`config.mk`:
```
export PLATFORM = sky130hd
export DESIGN_NAME = first_next_fit_block_allocator
export DESIGN_NICKNAME = d
export VERILOG_FILES = /design/src/fnfba_pkg.sv /design/src/fnfba_ctrl.sv /design/src/fnfba_dp.sv /design/src/first_next_fit_block_allocator.sv
export SDC_FILE = /design/constraint.sdc
export NUM_CORES = 2
export LEC_CHECK = 0
export CAP_MARGIN = 25
export CORE_AREA = 2 2 366 730
export CTS_CLUSTER_DIAMETER = 120
export DETAILED_ROUTE_END_ITERATION = 10
export DIE_AREA = 0 0 368 732
export DONT_BUFFER_PORTS = 1
export PLACE_DENSITY = 0.53
export SETUP_SLACK_MARGIN = 0.05
export SYNTH_ARGS = -nofsm -noshare
export SYNTH_HDL_FRONTEND = slang
export SYNTH_SLANG_ARGS = --single-unit
```
`constraint.sdc`:
```
create_clock -name clk -period 9 [get_ports clk]
set_clock_uncertainty 0.1 [all_clocks]
set_input_delay 2.25 -clock clk [delete_from_list [all_inputs] [get_ports clk]]
set_output_delay 2.25 -clock clk [all_outputs]
set_load 0.01 [all_outputs]
```
`src/fnfba_pkg.sv`:
```
// ----------------------------------------------------------------------------
// fnfba_pkg
// Shared types, codes and default sizes for the first/next-fit block
// allocator: transaction payloads, controller states and command/status
// bundles between controller and datapath.
// ----------------------------------------------------------------------------
package fnfba_pkg;

    // Default sizing
    localparam int DEF_MAX_BLOCKS   = 64;
    localparam int DEF_HEAP_BYTES   = 65536;
    localparam int DEF_WORD_BYTES   = 8;
    localparam int DEF_HEADER_BYTES = 24;

    // Request actions
    localparam logic [1:0] ACT_ALLOC = 2'd0;
    localparam logic [1:0] ACT_FREE  = 2'd1;
    localparam logic [1:0] ACT_RESET = 2'd2;
    localparam logic [1:0] ACT_NOP   = 2'd3;

    // Result status codes
    localparam logic [1:0] ST_OK      = 2'd0;
    localparam logic [1:0] ST_OOM     = 2'd1;
    localparam logic [1:0] ST_NOMATCH = 2'd2;

    // Search modes
    localparam logic FIRST_FIT = 1'b0;
    localparam logic NEXT_FIT  = 1'b1;

    // Input transaction
    typedef struct packed {
        logic [1:0]  action;
        logic [15:0] request_bytes;
        logic [15:0] free_address;
    } req_t;

    // Result transaction
    typedef struct packed {
        logic [1:0]  status;
        logic [15:0] data_address;
        logic [15:0] granted_bytes;
    } rsp_t;

    // Controller states
    typedef enum logic [2:0] {
        S_IDLE,
        S_DECODE,
        S_ROUND,
        S_CHECK,
        S_SCAN,
        S_HIT,
        S_APPEND
    } ctl_state_t;

    // How a request finishes
    typedef enum logic [2:0] {
        FIN_NONE,
        FIN_ZERO,
        FIN_RESET,
        FIN_OOM,
        FIN_NOMATCH,
        FIN_HIT,
        FIN_APPEND
    } fin_t;

    // Controller -> datapath
    typedef struct packed {
        logic load_req;
        logic scan_load;
        logic scan_en;
        fin_t fin;
    } ctl_cmd_t;

    // Datapath -> controller
    typedef struct packed {
        logic [1:0] action;
        logic       need_oom;
        logic       hit;
        logic       miss;
    } dp_stat_t;

endpackage

```
`src/fnfba_ctrl.sv`:
```
// ----------------------------------------------------------------------------
// fnfba_ctrl
// Sequencer for the allocator: decodes a request, steps the datapath through
// size rounding, table scan and the final update, one request at a time.
// ----------------------------------------------------------------------------
module fnfba_ctrl (
    input  logic                clk,
    input  logic                rst_n,
    input  logic                start,
    output logic                busy,
    input  fnfba_pkg::dp_stat_t stat,
    output fnfba_pkg::ctl_cmd_t cmd
);

    fnfba_pkg::ctl_state_t state_reg;
    fnfba_pkg::ctl_state_t state_next;

    // State register
    always_ff @(posedge clk or negedge rst_n)
    begin
        if (!rst_n)
        begin
            state_reg <= fnfba_pkg::S_IDLE;
        end
        else
        begin
            state_reg <= state_next;
        end
    end

    // Next state
    always_comb
    begin
        state_next = state_reg;
        case (state_reg)
            fnfba_pkg::S_IDLE:
            begin
                if (start)
                begin
                    state_next = fnfba_pkg::S_DECODE;
                end
            end
            fnfba_pkg::S_DECODE:
            begin
                case (stat.action)
                    fnfba_pkg::ACT_ALLOC: state_next = fnfba_pkg::S_ROUND;
                    fnfba_pkg::ACT_FREE:  state_next = fnfba_pkg::S_SCAN;
                    default:              state_next = fnfba_pkg::S_IDLE;
                endcase
            end
            fnfba_pkg::S_ROUND:
            begin
                state_next = fnfba_pkg::S_CHECK;
            end
            fnfba_pkg::S_CHECK:
            begin
                state_next = stat.need_oom ? fnfba_pkg::S_IDLE : fnfba_pkg::S_SCAN;
            end
            fnfba_pkg::S_SCAN:
            begin
                if (stat.hit)
                begin
                    state_next = fnfba_pkg::S_HIT;
                end
                else if (stat.miss)
                begin
                    state_next = (stat.action == fnfba_pkg::ACT_ALLOC) ?
                                 fnfba_pkg::S_APPEND : fnfba_pkg::S_IDLE;
                end
            end
            fnfba_pkg::S_HIT:    state_next = fnfba_pkg::S_IDLE;
            fnfba_pkg::S_APPEND: state_next = fnfba_pkg::S_IDLE;
            default:             state_next = fnfba_pkg::S_IDLE;
        endcase
    end

    // Command outputs
    always_comb
    begin
        cmd           = '0;
        cmd.fin       = fnfba_pkg::FIN_NONE;
        case (state_reg)
            fnfba_pkg::S_IDLE:
            begin
                cmd.load_req = start;
            end
            fnfba_pkg::S_DECODE:
            begin
                case (stat.action)
                    fnfba_pkg::ACT_ALLOC: cmd.fin = fnfba_pkg::FIN_NONE;
                    fnfba_pkg::ACT_FREE:  cmd.scan_load = 1'b1;
                    fnfba_pkg::ACT_RESET: cmd.fin = fnfba_pkg::FIN_RESET;
                    default:              cmd.fin = fnfba_pkg::FIN_ZERO;
                endcase
            end
            fnfba_pkg::S_CHECK:
            begin
                if (stat.need_oom)
                begin
                    cmd.fin = fnfba_pkg::FIN_OOM;
                end
                else
                begin
                    cmd.scan_load = 1'b1;
                end
            end
            fnfba_pkg::S_SCAN:
            begin
                cmd.scan_en = 1'b1;
                if (!stat.hit && stat.miss && stat.action != fnfba_pkg::ACT_ALLOC)
                begin
                    cmd.fin = fnfba_pkg::FIN_NOMATCH;
                end
            end
            fnfba_pkg::S_HIT:    cmd.fin = fnfba_pkg::FIN_HIT;
            fnfba_pkg::S_APPEND: cmd.fin = fnfba_pkg::FIN_APPEND;
            default:             cmd.fin = fnfba_pkg::FIN_NONE;
        endcase
    end

    assign busy = (state_reg != fnfba_pkg::S_IDLE);

endmodule

```
`src/fnfba_dp.sv`:
```
// ----------------------------------------------------------------------------
// fnfba_dp
// Allocator datapath: block table memory, heap top, block count, next-fit
// cursor, size rounding, pipelined table scan and result register.
// ----------------------------------------------------------------------------
module fnfba_dp #(
    parameter int MAX_BLOCKS   = fnfba_pkg::DEF_MAX_BLOCKS,
    parameter int HEAP_BYTES   = fnfba_pkg::DEF_HEAP_BYTES,
    parameter int WORD_BYTES   = fnfba_pkg::DEF_WORD_BYTES,
    parameter int HEADER_BYTES = fnfba_pkg::DEF_HEADER_BYTES
) (
    input  logic                clk,
    input  logic                rst_n,
    input  fnfba_pkg::req_t     request,
    input  logic                cfg_we,
    input  logic                cfg_data,
    input  fnfba_pkg::ctl_cmd_t cmd,
    output fnfba_pkg::dp_stat_t stat,
    output logic                done,
    output fnfba_pkg::rsp_t     result
);

    localparam int IW = (MAX_BLOCKS > 1) ? $clog2(MAX_BLOCKS) : 1;
    localparam int CW = $clog2(MAX_BLOCKS + 1);
    localparam int TW = $clog2(HEAP_BYTES + 1);
    localparam int SUM_W = ((TW > 17) ? TW : 17) + 2;
    // Round-up reciprocal, exact for 17-bit dividends and word sizes to 16
    localparam int RECIP_SHIFT = 22;
    localparam int PROD_W = RECIP_SHIFT + 18;
    localparam logic [RECIP_SHIFT:0] RECIP_MULT =
        (RECIP_SHIFT + 1)'((1 << RECIP_SHIFT) / WORD_BYTES + 1);

    typedef struct packed {
        logic        used;
        logic [15:0] size;
        logic [15:0] start;
    } blk_entry_t;

    // Block table
    blk_entry_t mem [MAX_BLOCKS];

    fnfba_pkg::req_t req_reg;
    logic            mode_reg;
    logic [CW-1:0]   count_reg;
    logic [TW-1:0]   top_reg;
    logic [IW-1:0]   cursor_reg;
    logic [16:0]     q_reg;
    logic [16:0]     need_reg;
    logic [IW-1:0]   idx_reg;
    logic [CW-1:0]   k_reg;
    logic            rd_valid_reg;
    logic [IW-1:0]   rd_idx_reg;
    blk_entry_t      rdata_reg;
    logic [IW-1:0]   hit_idx_reg;
    blk_entry_t      hit_reg;
    logic            done_reg;
    fnfba_pkg::rsp_t result_reg;

    logic [16:0]       round_in;
    logic [PROD_W-1:0] round_prod;
    logic              is_alloc;
    logic [IW-1:0]     start_idx;
    logic              issue;
    logic [CW-1:0]     idx_inc;
    logic              entry_match;
    logic              hit;
    logic              miss;
    logic [SUM_W-1:0]  data_sum;
    logic [SUM_W-1:0]  new_top;
    logic              append_ok;
    logic [CW-1:0]     cursor_inc;
    logic              mem_we;
    logic [IW-1:0]     mem_waddr;
    blk_entry_t        mem_wdata;

    // Request latch and size rounding pipeline
    assign round_in   = {1'b0, req_reg.request_bytes} + 17'(WORD_BYTES - 1);
    assign round_prod = PROD_W'(round_in) * PROD_W'(RECIP_MULT);

    always_ff @(posedge clk)
    begin
        if (cmd.load_req)
        begin
            req_reg <= request;
        end
        q_reg    <= round_prod[RECIP_SHIFT+16:RECIP_SHIFT];
        need_reg <= 17'(22'(q_reg) * 22'(WORD_BYTES));
    end

    assign is_alloc = (req_reg.action == fnfba_pkg::ACT_ALLOC);

    // Scan start: next-fit allocations resume at the cursor
    assign start_idx = (is_alloc && mode_reg == fnfba_pkg::NEXT_FIT &&
                        CW'(cursor_reg) < count_reg) ? cursor_reg : '0;

    assign issue   = cmd.scan_en && (k_reg < count_reg);
    assign idx_inc = CW'(idx_reg) + 1'b1;

    // Entry compare on registered read data
    assign entry_match = is_alloc ?
                         (!rdata_reg.used && {1'b0, rdata_reg.size} >= need_reg) :
                         (rdata_reg.start == req_reg.free_address);
    assign hit  = cmd.scan_en && rd_valid_reg && entry_match;
    assign miss = cmd.scan_en && !rd_valid_reg && (k_reg == count_reg);

    // Scan counters
    always_ff @(posedge clk or negedge rst_n)
    begin
        if (!rst_n)
        begin
            k_reg        <= '0;
            idx_reg      <= '0;
            rd_valid_reg <= 1'b0;
        end
        else
        begin
            rd_valid_reg <= issue;
            if (cmd.scan_load)
            begin
                k_reg   <= '0;
                idx_reg <= start_idx;
            end
            else if (issue)
            begin
                k_reg   <= k_reg + 1'b1;
                idx_reg <= (idx_inc == count_reg) ? '0 : idx_inc[IW-1:0];
            end
        end
    end

    // Table read port and hit capture
    always_ff @(posedge clk)
    begin
        if (issue)
        begin
            rdata_reg  <= mem[idx_reg];
            rd_idx_reg <= idx_reg;
        end
        if (hit)
        begin
            hit_reg     <= rdata_reg;
            hit_idx_reg <= rd_idx_reg;
        end
    end

    // Heap growth check
    assign data_sum  = SUM_W'(top_reg) + SUM_W'(HEADER_BYTES);
    assign new_top   = data_sum + SUM_W'(need_reg);
    assign append_ok = (count_reg < CW'(MAX_BLOCKS)) &&
                       (new_top <= SUM_W'(HEAP_BYTES)) &&
                       (data_sum <= SUM_W'(16'hFFFF));

    // Table write port
    always_comb
    begin
        mem_we    = 1'b0;
        mem_waddr = hit_idx_reg;
        mem_wdata = hit_reg;
        if (cmd.fin == fnfba_pkg::FIN_HIT)
        begin
            mem_we         = 1'b1;
            mem_wdata.used = is_alloc;
        end
        else if (cmd.fin == fnfba_pkg::FIN_APPEND && append_ok)
        begin
            mem_we          = 1'b1;
            mem_waddr       = count_reg[IW-1:0];
            mem_wdata.used  = 1'b1;
            mem_wdata.size  = need_reg[15:0];
            mem_wdata.start = data_sum[15:0];
        end
    end

    always_ff @(posedge clk)
    begin
        if (mem_we)
        begin
            mem[mem_waddr] <= mem_wdata;
        end
    end

    assign cursor_inc = CW'(hit_idx_reg) + 1'b1;

    // Heap state and search mode
    always_ff @(posedge clk or negedge rst_n)
    begin
        if (!rst_n)
        begin
            mode_reg   <= fnfba_pkg::FIRST_FIT;
            count_reg  <= '0;
            top_reg    <= '0;
            cursor_reg <= '0;
        end
        else
        begin
            if (cfg_we)
            begin
                mode_reg <= cfg_data;
            end
            case (cmd.fin)
                fnfba_pkg::FIN_RESET:
                begin
                    count_reg  <= '0;
                    top_reg    <= '0;
                    cursor_reg <= '0;
                end
                fnfba_pkg::FIN_HIT:
                begin
                    if (is_alloc && mode_reg == fnfba_pkg::NEXT_FIT)
                    begin
                        cursor_reg <= (cursor_inc >= count_reg) ? '0 :
                                      cursor_inc[IW-1:0];
                    end
                end
                fnfba_pkg::FIN_APPEND:
                begin
                    if (append_ok)
                    begin
                        count_reg <= count_reg + 1'b1;
                        top_reg   <= TW'(new_top);
                    end
                end
                default:
                begin
                end
            endcase
        end
    end

    // Result register and strobe
    always_ff @(posedge clk or negedge rst_n)
    begin
        if (!rst_n)
        begin
            done_reg <= 1'b0;
        end
        else
        begin
            done_reg <= (cmd.fin != fnfba_pkg::FIN_NONE);
        end
    end

    always_ff @(posedge clk)
    begin
        case (cmd.fin)
            fnfba_pkg::FIN_OOM:
            begin
                result_reg <= '{fnfba_pkg::ST_OOM, 16'd0, 16'd0};
            end
            fnfba_pkg::FIN_NOMATCH:
            begin
                result_reg <= '{fnfba_pkg::ST_NOMATCH, 16'd0, 16'd0};
            end
            fnfba_pkg::FIN_HIT:
            begin
                result_reg <= '{fnfba_pkg::ST_OK, hit_reg.start, hit_reg.size};
            end
            fnfba_pkg::FIN_APPEND:
            begin
                if (append_ok)
                begin
                    result_reg <= '{fnfba_pkg::ST_OK, data_sum[15:0], need_reg[15:0]};
                end
                else
                begin
                    result_reg <= '{fnfba_pkg::ST_OOM, 16'd0, 16'd0};
                end
            end
            fnfba_pkg::FIN_ZERO, fnfba_pkg::FIN_RESET:
            begin
                result_reg <= '{fnfba_pkg::ST_OK, 16'd0, 16'd0};
            end
            default:
            begin
            end
        endcase
    end

    assign stat.action   = req_reg.action;
    assign stat.need_oom = need_reg[16];
    assign stat.hit      = hit;
    assign stat.miss     = miss;
    assign done          = done_reg;
    assign result        = result_reg;

    // Checks
    a_count_bound: assert property (@(posedge clk) disable iff (!rst_n)
        count_reg <= CW'(MAX_BLOCKS))
        else $error("block count beyond table depth");

    a_cursor_range: assert property (@(posedge clk) disable iff (!rst_n)
        (cursor_reg == '0) || (CW'(cursor_reg) < count_reg))
        else $error("next-fit cursor outside the table");

    a_hit_miss: assert property (@(posedge clk) disable iff (!rst_n)
        !(hit && miss))
        else $error("scan reported hit and miss together");

    a_done_src: assert property (@(posedge clk) disable iff (!rst_n)
        done_reg |-> $past(cmd.fin != fnfba_pkg::FIN_NONE))
        else $error("result strobe without a finishing command");

    a_status_code: assert property (@(posedge clk) disable iff (!rst_n)
        done_reg |-> (result_reg.status == fnfba_pkg::ST_OK ||
                      result_reg.status == fnfba_pkg::ST_OOM ||
                      result_reg.status == fnfba_pkg::ST_NOMATCH))
        else $error("undefined status code");

endmodule

```
`src/first_next_fit_block_allocator.sv`:
```
// ----------------------------------------------------------------------------
// first_next_fit_block_allocator
// Heap block allocator with first-fit or next-fit search over a block table.
// ----------------------------------------------------------------------------
// Usage:
//   Request channel: drive request and raise start; the transaction is taken
//   on a clock edge with start high and busy low. One request at a time.
//   Result channel: done pulses for one cycle with result valid; the
//   receiver cannot stall it and must take it in that cycle.
//   Config channel: cfg_data bit selects first-fit (0) or next-fit (1); it is written
//   on cfg_valid and cfg_ready high; write it only while no request is pending, which the block does not enforce.
// Sequence, from the accepting edge to the done cycle:
//   allocate: decode, size rounding and heap check, a scan of one table
//   entry per cycle through the single registered read port, then the
//   update; free: decode, then the scan and the update; heap reset and
//   no-op: decode only. busy drops in the done cycle, so the next request
//   can be taken then; no new request is taken while one is in flight.
// Reset: rst_n clears the heap (no blocks, top at 0, cursor at 0) and
//   selects first-fit. The table memory needs no clearing since only
//   entries below the block count are read.
// ----------------------------------------------------------------------------
module first_next_fit_block_allocator #(
    parameter int MAX_BLOCKS   = fnfba_pkg::DEF_MAX_BLOCKS,
    parameter int HEAP_BYTES   = fnfba_pkg::DEF_HEAP_BYTES,
    parameter int WORD_BYTES   = fnfba_pkg::DEF_WORD_BYTES,
    parameter int HEADER_BYTES = fnfba_pkg::DEF_HEADER_BYTES
) (
    input  logic            clk,
    input  logic            rst_n,
    input  logic            start,
    output logic            busy,
    input  fnfba_pkg::req_t request,
    output logic            done,
    output fnfba_pkg::rsp_t result,
    input  logic            cfg_valid,
    output logic            cfg_ready,
    input  logic            cfg_data
);

    fnfba_pkg::ctl_cmd_t cmd;
    fnfba_pkg::dp_stat_t stat;

    // Mode register is always writable
    assign cfg_ready = 1'b1;

    fnfba_ctrl u_ctrl (
        .clk   (clk),
        .rst_n (rst_n),
        .start (start),
        .busy  (busy),
        .stat  (stat),
        .cmd   (cmd)
    );

    fnfba_dp #(
        .MAX_BLOCKS   (MAX_BLOCKS),
        .HEAP_BYTES   (HEAP_BYTES),
        .WORD_BYTES   (WORD_BYTES),
        .HEADER_BYTES (HEADER_BYTES)
    ) u_dp (
        .clk      (clk),
        .rst_n    (rst_n),
        .request  (request),
        .cfg_we   (cfg_valid & cfg_ready),
        .cfg_data (cfg_data),
        .cmd      (cmd),
        .stat     (stat),
        .done     (done),
        .result   (result)
    );

endmodule
```
==> results.sh <==
export IMPL_ys_ff_latch=2332
export IMPL_critPathLaunch="u_dp.top_reg[3]$_DFFE_PN0P_"
export IMPL_netlist_instances=4704
export IMPL_peakVddDrop_mv=0.333
export IMPL_final_util_pct=39.3
export IMPL_io_pins=76
export IMPL_firstDrtPassIters=8
export IMPL_cts_sinks=2332
export IMPL_p_per_area_nw_per_um2=275
export IMPL_r2r_start="u_dp.top_reg[3]$_DFFE_PN0P_"
export IMPL_timing_rr_end="u_dp.mem[55][3]$_DFFE_PP_"
export IMPL_cts_buffers=194
export IMPL_antenna_found_initial=21
export IMPL_fmax_mhz=154
export IMPL_dr_first_iter_drc_count=3986
export IMPL_fin_hold_ws_ns=0.226
export IMPL_drt_total_wl_mm=257
export IMPL_synth_edf_count=2258
export IMPL_power_share_sequential_pct=44.0
export IMPL_dp_cells=8079
export IMPL_drv_slew=0
export IMPL_run_status="finished, final reports clean"
export IMPL_layout_nets=4880
export IMPL_drc=0
export IMPL_reg2reg_slack_ns=2.49
export IMPL_final_common_cell="edfxtp_1"
export IMPL_critPathRequiredTime_ns=9.45
export IMPL_min_period_ns=6.51
export IMPL_synth_area_um2=91800
export IMPL_placed_cell_area_um2=97500
export IMPL_post_route_period_util_pct=72.4
export IMPL_syn_num_nets=4795
export IMPL_ys_warn_count=0
export IMPL_place_hpwl_mm=161
export IMPL_first_global_vias=47600
export IMPL_gr_total_overflow=0
export IMPL_combPwrFrac_pct=26.6
export IMPL_cts_resized=0
export IMPL_grt_usage_pct=18.7
export IMPL_clockRootBuffer="clkbuf_16"
export IMPL_htreeDepth=4
export IMPL_power_total_mw=28.6
export IMPL_wire_per_inst_um=30.5
export IMPL_postCtsSetupRepairBufs=0
export IMPL_rr_worst_depth=16
export IMPL_core_area_um2=264000
export IMPL_avgViaCountPerCell=5.43
export IMPL_p_clk_share_pct=29.3
export IMPL_p_int_mw=19.7
export IMPL_ys_seq_area_share_pct=75.7
export IMPL_ys_types=72
export IMPL_hold_violations=0
export IMPL_clock_latency_ns=0.87
export IMPL_globalplace_congestion=0.870
export IMPL_grt_pass1_wl_mm=362
export IMPL_rsz0062_at_grt="no"
export IMPL_largest_reg_flops=2112
export IMPL_drive_above_1_share_pct=18.5
export IMPL_worst_pin_slew_ns=1.28
export IMPL_critPathLaunchType="register"
export IMPL_holdBufCountCts=0
export IMPL_synth_async_reset_ratio_pct=1.97
export IMPL_fin_ws_ns=2.49
export IMPL_path_class="register to register"
export IMPL_tritoncts="done"
export IMPL_crit_top_cell="buf_4"
export IMPL_switching_power_mw=8.85
export IMPL_syn_avg_cell_area_um2=19.5
export IMPL_fin_cells=8442
export IMPL_p_leak_nw=33.0
export IMPL_cp_slowest_cell="o21ai_4"
export IMPL_fp_dieArea_um2=269000
export IMPL_max_cap_violations=0
export IMPL_vias=45800
export IMPL_die_h_um=732
export IMPL_max_slew_margin_pct=15.0
export IMPL_worstPathArrival_ns=6.96
export IMPL_clk_pin_slew_ns=0.07
export IMPL_setup_violations=0
export IMPL_initial_core_util_pct=34.8
export IMPL_hp_class="register to register"
export IMPL_cpPeakStageDelay_ns=0.82
export IMPL_stdcell_area_um2=104000
export IMPL_clockBufferDepth=4
export IMPL_area_growth_pct=13.1
export IMPL_placement_io_buffers=0
export IMPL_die_x_um=368
export IMPL_ant_nets=0
export IMPL_finalSetupTns_ns=0
export IMPL_crit_fanout=41
export IMPL_ys_flop_type="edfxtp_1"
export IMPL_rows=267
export IMPL_end_kind="register"
export IMPL_grt_max_degree=115
export IMPL_dpl_worst_slack_ns=2.56
export IMPL_crit_chain="inv_1 -> ha_1 -> nor2_1 -> nand3_1 -> xnor2_1 -> ha_1 -> nor4b_1 -> a2111oi_0 -> o211ai_1 -> nor4_1 -> and3_1 -> o21ai_4 -> buf_4 -> buf_4 -> o21ai_4 -> buf_4"
export IMPL_p_sw_share_pct=31.0
export IMPL_cp_endpoint="u_dp.mem[55][3]$_DFFE_PP_"
export IMPL_final_cell_mix="2258 x edfxtp_1, 452 x mux2i_1, 363 x mux4_2"
## cell usage after synthesis, drive strengths merged (3+ instances only)
| library cell | number | area share, % |
|---|---|---|
| nand3b | 3 | 0.025 |
| nand2b | 12 | 0.082 |
| and3 | 25 | 0.17 |
| inv | 46 | 0.19 |
| clkbuf | 155 | 0.63 |
| o311ai | 3 | 0.029 |
| a21o | 12 | 0.098 |
| mux4 | 363 | 8.9 |
| dfrtp | 46 | 1.3 |
| a21oi | 141 | 0.77 |
| nor2 | 52 | 0.21 |
| o21ai | 59 | 0.33 |
| o22ai | 117 | 0.80 |
| o31ai | 32 | 0.26 |
| a22oi | 3 | 0.025 |
| xnor2 | 28 | 0.27 |
| ha | 51 | 0.70 |
| nor2b | 10 | 0.068 |
| or2 | 6 | 0.041 |
| and2 | 9 | 0.061 |
| xor2 | 33 | 0.31 |
| nand2 | 217 | 0.89 |
| buf | 111 | 0.58 |
| nand3 | 36 | 0.20 |
| a211oi | 7 | 0.057 |
| or4 | 3 | 0.029 |
| o2111ai | 3 | 0.029 |
| mux2 | 25 | 0.32 |
| o32ai | 37 | 0.35 |
| nand4 | 16 | 0.11 |
| o221ai | 215 | 2.1 |
| edfxtp | 2258 | 74 |
| o211ai | 12 | 0.098 |
| or3 | 4 | 0.027 |
| mux2i | 452 | 4.9 |
| nor4 | 11 | 0.082 |
| dfxtp | 28 | 0.61 |
| a22o | 12 | 0.11 |
| nor3 | 7 | 0.038 |
| a31oi | 11 | 0.075 |
| o21a | 5 | 0.041 |
## power by group through the flow
stage,clock (mW),sequential [mW],combinational [mW]
floorplan,0,12.6,5.14
global placement,0,12.8,7.68
detailed placement,0,12.8,7.72
CTS,8.55,12.6,7.74
global route,8.90,12.6,8.09
finish,8.37,12.6,7.61
## final cells by class
class / instances / area (µm²)
Antenna cell: 6 / 15.0
Clock buffer: 242 / 5100
Clock inverter: 104 / 956
Fill cell: 23600 / 160000
Inverter: 47 / 184
Multi-Input combinational cell: 2059 / 22200
Sequential cell: 2332 / 69500
Tap cell: 3497 / 4380
Timing Repair Buffer: 155 / 1480
## worst max-delay path, delay by kind of cell, from the launching register on
kind / cells / cell delay [ns]
compound gates: 4 / 1.48
xor+xnor: 1 / 0.51
fa+ha+maj: 2 / 0.75
buf+inv: 4 / 1.42
flops: 1 / 0.47
simple gates: 5 / 1.46
## worst min-delay path by stage
| stage | startpoint | end | slack [ns] | depth (start not counted) |
|---|---|---|---|---|
| final | u_dp.q_reg[4]$_DFF_P_ | u_dp.need_reg[7]$_DFF_P_ | 0.23 | 0 |
| after detailed placement | u_dp.q_reg[7]$_DFF_P_ | u_dp.need_reg[10]$_DFF_P_ | 0.21 | 0 |
| after global placement | u_dp.q_reg[4]$_DFF_P_ | u_dp.need_reg[7]$_DFF_P_ | 0.22 | 0 |
| after CTS | u_dp.q_reg[4]$_DFF_P_ | u_dp.need_reg[7]$_DFF_P_ | 0.23 | 0 |
| after global routing | u_dp.q_reg[6]$_DFF_P_ | u_dp.need_reg[9]$_DFF_P_ | 0.24 | 0 |
| after floorplan | u_dp.q_reg[7]$_DFF_P_ | u_dp.need_reg[10]$_DFF_P_ | 0.21 | 0 |
## per-layer routing
metal | up-vias | GRT usage, % | routed length (µm)
met3 | 400 | 1.80 | 8910
met2 | 1186 | 36.9 | 147000
met4 | 4 | 6.93 | 10300
met5 | - | 0 | 24
met1 | 24500 | 20.4 | 90700
li1 | 19700 | - | -
## cells by family after synthesis
logic type      share of synthesized area, %
xor+xnor                               0.582
simple gates                            2.12
flops                                   75.7
buf+inv                                 1.41
other cells                          0.00409
compound gates                          5.28
mux                                     14.2
fa+ha+maj                              0.717
(Power assumes the default switching activity.)
